**config.mk**
```make
export PLATFORM = sky130hd
export DESIGN_NAME = brfmw_lane
export DESIGN_NICKNAME = d
export VERILOG_FILES = /design/src/brfmw_pkg.sv /design/src/brfmw_lane.sv
export SDC_FILE = /design/constraint.sdc
export NUM_CORES = 2
export LEC_CHECK = 0
export BUFFER_PORTS_ARGS = -buffer_cell sky130_fd_sc_hd__buf_4
export CAP_MARGIN = 25
export CORE_MARGIN = 4
export CORE_UTILIZATION = 65
export CTS_CLUSTER_DIAMETER = 100
export DETAILED_ROUTE_END_ITERATION = 12
export PLACE_DENSITY = 0.78
export SYNTH_ARGS = -nofsm -noshare
export SYNTH_HDL_FRONTEND = slang
export SYNTH_SLANG_ARGS = --single-unit
export TNS_END_PERCENT = 50
```
**constraint.sdc**
```tcl
create_clock -name clk -period 8.1 [get_ports clk]
set_clock_uncertainty 0.15 [all_clocks]
set_input_delay 1.62 -clock clk [delete_from_list [all_inputs] [get_ports clk]]
set_output_delay 1.62 -clock clk [all_outputs]
set_load 0.1 [all_outputs]
```
**src/brfmw_pkg.sv**
```systemverilog
`timescale 1ns / 1ps
`default_nettype none
// ----------------------------------------------------------------------------
// brfmw_pkg: shared types and constants of the byte ring FIFO
// Command codes, lane control bundle and fixed field widths.
// ----------------------------------------------------------------------------
package brfmw_pkg;

  localparam int DEPTH_DEF = 1024;
  localparam int LANES     = 4;
  localparam int BYTE_W    = 8;
  localparam int DATA_W    = LANES * BYTE_W;
  localparam int NUM_W     = 3;
  localparam int OFFSET_W  = 10;
  localparam int LEVEL_W   = 11;

  typedef enum logic [1:0] {
    KIND_CLEAR = 2'd0,
    KIND_PUSH  = 2'd1,
    KIND_POP   = 2'd2,
    KIND_PEEK  = 2'd3
  } kind_t;

  // Per-transaction control broadcast to every byte lane
  typedef struct packed {
    logic             we;
    logic             re;
    logic [NUM_W-1:0] num;
  } lane_ctl_t;

endpackage
`default_nettype wire

```
**src/brfmw_lane.sv**
```systemverilog
`timescale 1ns / 1ps
`default_nettype none
// ----------------------------------------------------------------------------
// brfmw_lane: one byte bank of the ring
// Holds every ring byte whose address sits in this bank and serves the one
// byte of a transaction that falls here, write or registered read.
// ----------------------------------------------------------------------------
module brfmw_lane
  import brfmw_pkg::*;
#(
  parameter int LANE_ID = 0,
  parameter int AW      = 10,
  parameter int ROWS    = 256,
  parameter int RW      = 8
) (
  input  wire logic              clk,
  input  wire lane_ctl_t         ctl,
  input  wire logic [AW-1:0]     base,
  input  wire logic [DATA_W-1:0] wdata,
  output logic      [BYTE_W-1:0] rdata
);

  logic [BYTE_W-1:0] mem_r [ROWS];
  logic [1:0]        ofs;
  logic [AW-1:0]     addr;
  logic [AW-1:0]     row_wide;
  logic [RW-1:0]     row;
  logic              active;
  logic [BYTE_W-1:0] wbyte;
  logic [BYTE_W-1:0] rdata_r;

  // Position of this bank's byte within the transaction
  assign ofs      = 2'(LANE_ID) - base[1:0];
  assign addr     = base + AW'(ofs);
  assign row_wide = addr >> 2;
  assign row      = row_wide[RW-1:0];
  assign active   = ({1'b0, ofs} < ctl.num);
  assign wbyte    = wdata[{ofs, 3'b000} +: BYTE_W];

  always_ff @(posedge clk) begin
    if (ctl.we && active) begin
      mem_r[row] <= wbyte;
    end
  end

  always_ff @(posedge clk) begin
    if (ctl.re && active) begin
      rdata_r <= mem_r[row];
    end
  end

  assign rdata = rdata_r;

endmodule
`default_nettype wire

```
After elaboration in Yosys (flattened, before gate mapping). Memory sizes are Yosys's and may differ from the RTL's. A register that Yosys moved wholly into a read port is not among the register bits. Cells that the tools add are included.

Register bits after elaboration: 0. Memory bits (writable): 2048. Bits of input ports: 48. Memories kept: 1.

Add/subtract/negate cells: 2. Muxes and demuxes: 2. Shift-type cells: 1. $lt $le $gt $ge: 1. Reduce and logical (&&, ||, !) cells: 2.

Memories: mem_r (words 256, bits a word 8, read ports 1, clocked after memory_dff 1, wr ports 1, line brfmw_lane.sv:23) `logic [BYTE_W-1:0] mem_r [ROWS];`.

Operators with widths (count): $shiftx 32x6->8 (1); $add 10x2->10 (1); $lt 2x3->1 (1); $logic_and 1x1->1 (2); $mux 1 (2); $sub 1x2->2 const A (1).

Depth between registers and ports, before layout.
Depth after elaboration: 5. Gate-level depth with buffers: 18. Gate-level depth less buffers: 11.

Worst setup path after synthesis. OpenSTA, ideal clock, no wires.

Path type: input -> register. From: input port base[0]. To: memory mem_r[105][0], enable pin. Path buffers: 7. Arrival: 4.702 ns. Path slack: 2.878 ns. Cell stages on the path: 15. Cells stage by stage: inv_1 -> ha_1 -> buf_6 -> xnor2_4 -> mux2i_1 -> or2_1 -> buf_4 -> buf_4 -> buf_4 -> buf_2 -> buf_4 -> nor3_1 -> nand2_1 -> buf_2 -> nor2_1.

Word-level cells in the longest chain between the ends: 5. Elaborated cells on any way between the ends: 6.

RTL lines: start: declaration (line brfmw_lane.sv:18) `input wire logic [AW-1:0] base,`; parallel branches: the longest is 5 deep, another holds $add 10x2->10; end: declaration (line brfmw_lane.sv:23).

Several ways; the timed one is not identified.

Worst setup path in the final report.
From: input port base[0]. To: memory mem_r[182][5], enable pin.

The elaborated chain is that of the path after synthesis.

==> flow_summary.yaml <==
status:
  status: "completed"
sta:
  rsz0062_at_grt: "false"
  setup_viol: 0
  period_needed_ps: 6360
  hold_ws_ps: 771
  fin_setup_tns_ps: 0
  maxSlewViolCount: 0
  finalCritPeriodShare_pct: 78.5
  slew_headroom_pct: 12.0
  fmax_mhz: 157
  final_hold_viol_count: 0
  setup_ws_ps: 1740
  tightest_slew_ps: 1320
cts:
  post_cts_buffers: 0
  clock_latency_ps: 840
  cts_buffer_depth: 3
  cts_tree: "done"
  htreeDepth: 4
  clkTransAtPathRegs_ps: 70
  numCtsBuffers: 192
  cts_root_buf: "clkbuf_16"
  clock_sinks: 2056
  hold_buffers: 0
  post_cts_resized: 0
finish:
  drive_gt1_share_pct: 23.0
  fin_nets: 4174
  final_cells: 5900
  synthToLayoutAreaGrowth_pct: 11.1
  fin_area_mm2: 0.0893
  fin_util_pct: 73.0
worst_hold_path:
  hold_class: "reg -> reg"
  hold_start: "mem_r[106][4]"
synth:
  ys_seq_area_share_pct: 76.8
  ys_ff_latch: 2056
  synth_flop_cell: "edfxtp_1"
  ys.warnings.count: 0
  synth-edff-count: 2056
  yosysTopAreaCell: "edfxtp_1"
  synth_xor_area_share_pct: 0.0996
  async_flop_share_pct: 0
  synth_compound_area_share_pct: 2.82
  synth-adder-area-share_pct: 0.0467
  synth_nets: 4003
  synth_most_common_cell: "edfxtp_1"
  synthCells: 3952
  synth_cell_types: 64
  synth_top_area_share_pct: 76.8
  ys_top_cells_by_area: "edfxtp_1 77%, mux4_2 14%, nor2_1 1.4%"
  synth.avg_cell_area_um2: 20.3
  muxShareOfSynthArea_pct: 14.9
  synth_top_family_by_area: "multiplexers"
  synth_area_mm2: 0.0804
  synthTopCellsByCount: "2,056 x edfxtp_1, 487 x mux4_2, 295 x nor2_1"
  synthSimpleGateAreaFrac_pct: 3.81
placed_design:
  routabilityCongestion: 0.945
  place_inst: 5552
  dp_hpwl_mm: 126
  place_area_mm2: 0.0833
  dp_slack_ps: 1140
  io_buffers: 55
critical_path:
  critPathArrivalTime_ps: 6630
  end_kind: "flip-flop"
  worstPathRequired_ps: 8370
  rr_startpoint: "mem_r[149][6]"
  startpoint_type: "input pin"
  critPathMaxFanout: 13
  cp-startpoint: "base[0]"
  critPathKind: "in -> reg"
route:
  num_vias: 42800
  drt_first_iter_violations: 7509
  first_pass_iters: 7
  wirelength_mm: 215
  drc: 0
  wl_per_cell_um: 36.4
  ant_nets: 0
  viasPerCell: 7.26
floorplan:
  std_cell_rows: 128
  die_area_mm2: 0.129
  dieWidth_um: 360
  ios: 56
  die_y_um: 360
  coreArea_mm2: 0.122
  start_util_pct: 65.7
global_routing:
  antenna_found_initial: 7
  grt_pass1_vias: 42700
  grt_pass1_wl_mm: 311
  overflow: 0
  grt_max_degree: 257
  grtUsageTotal_pct: 33.6
power_and_ir_drop:
  p_leak_nw: 27.9
  power.total_mw: 22.9
  p_per_area_mw_per_mm2: 257
  ir_drop_uv: 213
job:
  cap_violations: 0
state kept, by name (all words and copies together) (netlist names):
| signal | count |
|---|---|
| rdata | 8 |
| mem_r | 2048 |
worst max-delay path, cell delays in order:
cell and delay, ps:
buf_4 250, inv_1 160, ha_1 430, buf_4 280, ha_1 270, a21oi_1 170, o21ai_0 110, buf_4 190
nor3_1 830, nand2_1 950, buf_4 550, nor2_1 770
layer usage:
metal  wire [um]  track usage (%)  vias up
met2       98300             49.5     3677
li1            -                -    16700
met3       31600             11.7      663
met5          49                0        -
met4       11900             15.2        8
met1       72900             46.5    21800
cell families (layout without fill, tap and decap cells):
family / count (synthesis) / after routing
buf+inv: 244 / 565
flops: 2056 / 2056
other cells: 0 / 2
xor+xnor: 7 / 7
compound gates: 323 / 323
simple gates: 730 / 730
mux: 589 / 589
fa+ha+maj: 3 / 3
power breakdown:
part	switching, mW	internal, mW
sequential	0.0222	12.0
clock	3.83	4.81
combinational	1.52	0.716
final timing paths:
path	cells past startpoint	slack, ps	endpoint
worst max-delay path	12	1740	mem_r[182][5]
worst min-delay path	4	770	rdata[4]
worst max register to register	6	4770	rdata[6]
worst min register to register	4	770	rdata[4]
cell type report:
type | count | area (um2)
multi-input cells | 1652 | 17600
clock inverters | 101 | 762
fillers | 6566 | 33100
clock buffers | 243 | 5140
well taps | 1625 | 2030
inverters | 9 | 33.8
flip-flops and latches | 2056 | 61700
repair buffers | 212 | 1960
diodes | 2 | 5.00
cells in the final DEF (no fill, tap or decap), types with 11 or more instances in the layout:
| cell | n |
|---|---|
| edfxtp_1 | 2056 |
| mux4_2 | 479 |
| nor2_1 | 287 |
| nand2_1 | 274 |
| clkbuf_16 | 199 |
| buf_4 | 180 |
| mux2i_1 | 98 |
| a22oi_1 | 67 |
| a21oi_1 | 62 |
| nand3_1 | 49 |
| clkinv_1 | 49 |
| clkbuf_1 | 44 |
| clkinv_2 | 32 |
| nor3_1 | 30 |
| o21ai_0 | 25 |
| buf_12 | 25 |
| a31oi_1 | 24 |
| a32oi_1 | 23 |
| nand4_1 | 18 |
| o211ai_1 | 16 |
| a211oi_1 | 16 |
| o22ai_1 | 15 |
| nor2b_1 | 13 |
| a221oi_1 | 11 |
| bufinv_16 | 11 |
(Power assumes the default switching activity.)
