==> config.mk <==
export PLATFORM = sky130hd
export DESIGN_NAME = brfmw_merge
export DESIGN_NICKNAME = d
export VERILOG_FILES = /design/src/brfmw_pkg.sv /design/src/brfmw_merge.sv
export SDC_FILE = /design/constraint.sdc
export NUM_CORES = 1
export LEC_CHECK = 0
export ABC_AREA = 0
export BUFFER_PORTS_ARGS = -buffer_cell sky130_fd_sc_hd__buf_2
export CAP_MARGIN = 40
export CORE_AREA = 2 2 50 52
export DETAILED_ROUTE_END_ITERATION = 6
export DIE_AREA = 0 0 52 54
export GPL_ROUTABILITY_DRIVEN = 0
export PLACE_DENSITY = 0.95
export SLEW_MARGIN = 0
export SYNTH_ARGS = -nofsm -noshare
export SYNTH_HDL_FRONTEND = slang
export SYNTH_SLANG_ARGS = --single-unit
==> constraint.sdc <==
create_clock -name vclk -period 2.7
set_input_delay 0.27 -clock vclk [all_inputs]
set_output_delay 0.27 -clock vclk [all_outputs]
set_load 0.01 [all_outputs]
==> src/brfmw_pkg.sv <==
`timescale 1ns / 1ps
`default_nettype none
// ----------------------------------------------------------------------------
// brfmw_pkg: shared types and constants of the byte ring FIFO
// Command codes, lane control bundle and fixed field widths.
// ----------------------------------------------------------------------------
package brfmw_pkg;

  localparam int DEPTH_DEF = 1024;
  localparam int LANES     = 4;
  localparam int BYTE_W    = 8;
  localparam int DATA_W    = LANES * BYTE_W;
  localparam int NUM_W     = 3;
  localparam int OFFSET_W  = 10;
  localparam int LEVEL_W   = 11;

  typedef enum logic [1:0] {
    KIND_CLEAR = 2'd0,
    KIND_PUSH  = 2'd1,
    KIND_POP   = 2'd2,
    KIND_PEEK  = 2'd3
  } kind_t;

  // Per-transaction control broadcast to every byte lane
  typedef struct packed {
    logic             we;
    logic             re;
    logic [NUM_W-1:0] num;
  } lane_ctl_t;

endpackage
`default_nettype wire

==> src/brfmw_merge.sv <==
`timescale 1ns / 1ps
`default_nettype none
// ----------------------------------------------------------------------------
// brfmw_merge: lane merge
// Rotates the bank bytes back into FIFO order and zeroes unused bytes.
// ----------------------------------------------------------------------------
module brfmw_merge
  import brfmw_pkg::*;
(
  input  wire logic [LANES-1:0][BYTE_W-1:0] lane_bytes,
  input  wire logic [1:0]                   rot,
  input  wire logic [NUM_W-1:0]             num,
  output logic      [DATA_W-1:0]            data
);

  always_comb begin
    logic [1:0] bank;
    data = '0;
    for (int i = 0; i < LANES; i++) begin
      bank = rot + 2'(i);
      if (NUM_W'(i) < num) begin
        data[i*BYTE_W +: BYTE_W] = lane_bytes[bank];
      end
    end
  end

endmodule
`default_nettype wire

# Word level (Yosys, flattened, before mapping)
# Cells that the tools add are included.
# W data, S select, Z words.
[totals]
regBits = 0
latchBits = 0
mem_bits_rw = 0
mem_bits_ro = 0
inputBits = 37
out_inout_bits = 32
wordCells = 23
memories = 0
[classes]
add_sub_neg = 3
mul = 0
div_mod_pow = 0
order_cmp = 8
eq_ne = 0
shift = 0
n_mux = 12
bitwise = 0
n_reduce_logical = 0
[ops]
columns = ["op", "n"]
rows = [
  ["$bmux W8 S2", 4],
  ["$mux W8", 8],
  ["$lt A2 B3 Y1 const B", 4],
  ["$lt A1 B3 Y1 const A", 2],
  ["$lt A2 B3 Y1 const A", 2],
  ["$add A2 B2 Y2 const B", 2],
  ["$add A2 B1 Y2 const B", 1],
]

# Logic depth before layout (Yosys ltp)
# Gate-level depths: netlist of the first run.
[depth]
ltp_word = 4
ltp_mapped = 5
mapped_depth_nobuf = 2

# Worst setup path before layout of the first run
# Ideal clock, no wire load.
[synth_timing]
path_kind = "input -> output"
startpoint = "in rot[1]"
endpoint = "out data[11]"
t_arrival_ns = 1.191
t_required_ns = 2.430
setup_slack_ns = 1.239
cell_stages = 4
path_buffers = 2
path_cell_list = "buf_6 buf_8 mux4_2 and2_1"
[synth_via]
elab_chain_cells = 4
[synth_rtl]
columns = ["item", "line", "rtl"]
rows = [
  ["start, declared", "brfmw_merge.sv:11", "input wire logic [1:0] rot,"],
  ["$add A2 B1 Y2", "brfmw_merge.sv:20", "bank = rot + 2'(i);"],
  ["$bmux W8 S2", "brfmw_merge.sv:22", "data[i*BYTE_W +: BYTE_W] = lane_bytes[bank];"],
  ["$mux W8 (implied by the code)", "brfmw_merge.sv:22", ""],
  ["$mux W8", "brfmw_merge.sv:21", "if (NUM_W'(i) < num) begin"],
  ["end, declared", "brfmw_merge.sv:13", "output logic [DATA_W-1:0] data"],
]
# No other way between the ends. The select of a mux whose other input is x is not followed.

# Final worst setup path of the first run
[layout_timing]
startpoint = "in rot[0]"
endpoint = "out data[23]"
[layout_via]
elab_chain_cells = 4
[layout_rtl]
columns = ["item", "line"]
rows = [
  ["$add A2 B2 Y2", "brfmw_merge.sv:20"],
  ["$bmux W8 S2", "brfmw_merge.sv:22"],
  ["$mux W8 (implied by the code)", "brfmw_merge.sv:22"],
  ["$mux W8", "brfmw_merge.sv:21"],
]
# No other way between the ends. The select of a mux whose other input is x is not followed.

==> out/results.ini, run 1 <==
[layout]
clkbuf_count=0
finalNetCount=178
drive_gt1_frac=0.734
final-seq-area_sq_um=0
seq_cell_count=0
num_antenna_cells=0
fin_area_sq_um=1370
area_delta_synth_final_pct=29.7

[worst_setup_path]
crit_type=input port to output port
critPathCaptureType=output port
critPathSlowestCell=mux4_1
crit_top_cell=buf_2
critPathMaxStageDelay_ns=0.56
crit_fanout=20
cp-start-kind=input port
crit_chain=buf_2 > buf_12 > mux4_1 > and2_1 > buf_2
critPathRequiredTime_ns=2.43
cp.arrival_ns=1.70

[synthesis]
synth_area_sq_um=1060
syn_inst=76
seq_area_frac_synth=0
synth_warnings=0
synth_area_per_cell_sq_um=13.9
synth_nets=113
synth_cell_types=11

[clocking]
post_cts_buffers=0
postCtsHoldBufs=0
ctsResizeCount=0

[power]
intPower_uw=152
netSwitchingFraction=0.430
power_uw=266
pwr-share-seq=0
leakage_nw=0.614
switchingPower_uw=115
ir_worst_vdd_mv=0.0958
p_clk_frac=0
combPwrFrac=1.000
cellPowerDensity_nw_per_um2=194

[flow_run]
maxCapViolCount=0

[floorplanning]
start_util=0.455
dieArea_sq_um=2810
core_sq_um=2320
die_w_um=52
ios=69
chipHeight_um=54
placementRows=18

[global_route]
gr-total-overflow=0
antenna_found_initial=0
grt_max_degree=25
grtUsageTotal=0.196
grt_pass1_vias=943
grt_pass1_wl_mm=4.20

[detailed_routing]
ant_nets=0
firstDrtPassIters=4
routedWlPerCell_um=16.6
drt_iter0_markers=15
drt_wl_total_mm=2.81
via_per_inst=6.01
dr_total_vias=1016
drc=0

[hold_path]
hp-class=input port to output port

[sta]
period_share=0.730
layout_min_cycle_time_ns=1.97
worst-slew-pin-transition_ns=0.593
finalSetupViolations=0
setup_ws_ns=0.730
final-hold-violation-count=0
slew_viol_final=0
rsz0062_at_grt=no
max_freq_mhz=508
slew_headroom=0.604
tns_ns=0

[placement]
dpl_worst_slack_ns=0.725
placed_cell_area_sq_um=1370
port_buffers=69
hpwl_mm=2.27

[run_status]
status=completed

## synth_stat cells
cell / count / area share
and2_1: 32 / 0.19
mux4_2: 29 / 0.62
buf_4: 3 / 0.021
mux4_1: 3 / 0.075
buf_12: 2 / 0.038
buf_6: 2 / 0.021
a21o_1: 1 / 0.0071
buf_8: 1 / 0.014
clkbuf_1: 1 / 0.0036
or2_2: 1 / 0.0059
or3_1: 1 / 0.0059
## power groups by stage
stage,clock [mW],combinational (mW),sequential (mW)
2_1_floorplan,0,0.176,0
3_3_place_gp,0,0.256,0
3_5_place_dp,0,0.267,0
4_1_cts,0,0.268,0
5_1_grt,0,0.288,0
6_report,0,0.266,0
## area by class of cell
class                           instances  area (sq um)
Fill cell                             196           950
Tap cell                               30          37.5
Timing Repair Buffer                   72           380
Multi-Input combinational cell         67           952
## critical path, delay by kind of cell
kind,cells,cell delay [ns]
buffers and inverters,3,0.69
AND/OR/NAND/NOR,1,0.17
multiplexers,1,0.56
## layer usage
layer / vias to the layer above / part of all wire / track usage
met4: 0 / 0 / 0.0132
met2: 56 / 0.54 / 0.390
li1: 454 / - / -
met1: 506 / 0.38 / 0.245
met5: - / 0 / 0
met3: 0 / 0.083 / 0.00833
## cell families (layout without fill, tap and decap cells)
logic type | after synthesis | count (layout) | synth area share
AO/OA/AOI/OAI | 1 | 1 | 0.00711
buffers and inverters | 9 | 72 | 0.0983
multiplexers | 32 | 32 | 0.693
AND/OR/NAND/NOR | 34 | 34 | 0.201
## placed cells by master (no fill, tap or decap)
master / instances
mux4_1: 3
buf_2: 69
buf_4: 2
and2_1: 32
a21o_1: 1
mux4_2: 29
buf_12: 1
or3_1: 1
or2_2: 1
## path summary, 6_finish.rpt
check / end / cells after the start / slack [ns] / start
max: data[23] / 5 / 0.73 / rot[0]
min: data[28] / 3 / 0.98 / num[2]
## per-stage QoR
stage                     std cells  hold WS (ns)  utilization
after floorplan                  76         0.823            -
after global placement          169         0.974        0.591
after detailed placement        169         0.976        0.591
after CTS                       169         0.976        0.591
after global routing            169         0.986        0.591
final                           169         0.976        0.591
No activity file was read; power rests on OpenSTA's default activity.
==> run 2: changes to the inputs <==
--- a/config.mk
+++ b/config.mk
@@ -8,11 +8,11 @@
 export ABC_AREA = 0
 export BUFFER_PORTS_ARGS = -buffer_cell sky130_fd_sc_hd__buf_2
 export CAP_MARGIN = 40
-export CORE_AREA = 2 2 50 52
+export CORE_AREA = 2 2 52 54
 export DETAILED_ROUTE_END_ITERATION = 6
-export DIE_AREA = 0 0 52 54
+export DIE_AREA = 0 0 54 56
 export GPL_ROUTABILITY_DRIVEN = 0
-export PLACE_DENSITY = 0.95
+export PLACE_DENSITY = 0.9
 export SLEW_MARGIN = 0
 export SYNTH_ARGS = -nofsm -noshare
 export SYNTH_HDL_FRONTEND = slang
==> constraint.sdc (replaced) <==
create_clock -name vclk -period 2
set_input_delay 0.2 -clock vclk [all_inputs]
set_output_delay 0.2 -clock vclk [all_outputs]
set_load 0.01 [all_outputs]
==> run 2 against run 1 <==
Against the previous run: first-iteration DRC count up 40%; global-route usage down 0.99 points; final cell count up 1.8%; die area up 7.7%; sequential share of layout area unchanged; non-clock buffer count up 3; utilization down 1.8 points; critical path depth down 1; worst hold slack worse by 0.14 ns; total power up 37%; critical path type unchanged; critical endpoint is now data[2]; largest power group unchanged.
==> out/results.ini, run 2 (synthesized netlist as in run 1, its figures left out) <==
[run_status]
status=completed

[floorplanning]
die_w_um=54
ios=69
start_util=0.434
dieArea_sq_um=3020
chipHeight_um=56
core_sq_um=2430
placementRows=18

[power]
cellPowerDensity_nw_per_um2=263
netSwitchingFraction=0.430
p_clk_frac=0
combPwrFrac=1.000
power_uw=366
switchingPower_uw=157
leakage_nw=0.629
ir_worst_vdd_mv=0.172
pwr-share-seq=0
intPower_uw=208

[layout]
seq_cell_count=0
final-seq-area_sq_um=0
drive_gt1_frac=0.739
fin_area_sq_um=1390
clkbuf_count=0
mostFrequentLayoutCells=buf_2, and2_1, mux4_2, buf_4, mux4_1
finalNetCount=181
area_delta_synth_final_pct=31.9
num_antenna_cells=0
layout_commonest_cell=buf_2

[detailed_routing]
ant_nets=0
firstDrtPassIters=4
dr_total_vias=1011
drc=0
drt_wl_total_mm=2.90
via_per_inst=5.88
drt_iter0_markers=21
routedWlPerCell_um=16.8

[worst_setup_path]
critPathCaptureType=output port
crit_fanout=17
cp-start-kind=input port
crit_type=input port to output port
cp.arrival_ns=1.46
critPathRequiredTime_ns=1.80

[sta]
slew_headroom=0.686
tns_ns=0
slew_viol_final=0
final-hold-violation-count=0
rsz0062_at_grt=no
layout_min_cycle_time_ns=1.66
worst-slew-pin-transition_ns=0.471
period_share=0.832
max_freq_mhz=601
finalSetupViolations=0

[placement]
hpwl_mm=2.35
placed_cell_area_sq_um=1390
port_buffers=69

[global_route]
antenna_found_initial=0
grt_busiest_layer=met2
grtUsageTotal=0.187
use_met3=0.00269
use_met1=0.235
grt_max_degree=33
grt_pass1_wl_mm=4.42
grt_pass1_vias=963
use_met2=0.364
gr-total-overflow=0

[hold_path]
hp-class=input port to output port

[clocking]
postCtsHoldBufs=0
ctsResizeCount=0
post_cts_buffers=0

[flow_run]
maxCapViolCount=0

## run 2: cell count changes in the layout (fill, tap and decap cells not counted), sizes merged
cell  change
buf       +3
## run 2: layout make-up
cell class         count  area [sq um]
fillers              199          1040
multi-input cells     67           952
repair buffers        75           403
well taps             30          37.5
## run 2: stage by stage
stage	instances	worst slack (ns)	util	hold slack (ns)
floorplan	76	0.679	-	0.683
global placement	172	0.344	0.573	0.838
detailed placement	172	0.306	0.573	0.833
CTS	172	0.308	0.573	0.834
global route	172	0.255	0.573	0.847
finish	172	0.337	0.573	0.835
## run 2: path summary, 6_finish.rpt
check             startpoint  endpoint  cells after the start
setup / recovery      rot[1]   data[2]                      4
hold / removal        num[2]  data[25]                      3
## run 2: power by group through the flow
stage	clock network [mW]	registers, mW	logic [mW]
6_report	0	0	0.366
3_5_place_dp	0	0	0.367
2_1_floorplan	0	0	0.238
3_3_place_gp	0	0	0.350
5_1_grt	0	0	0.395
4_1_cts	0	0	0.367
## run 2: critical path, stage by stage
cell	delay [ns]
buf_2	0.39
mux4_2	0.57
and2_1	0.17
buf_2	0.13
## run 2: layer usage
layer  part of all wire  vias to the layer above
met5                  0                        -
li1                   -                      457
met4                  0                        0
met3              0.086                        0
met1               0.37                      495
met2               0.55                       59
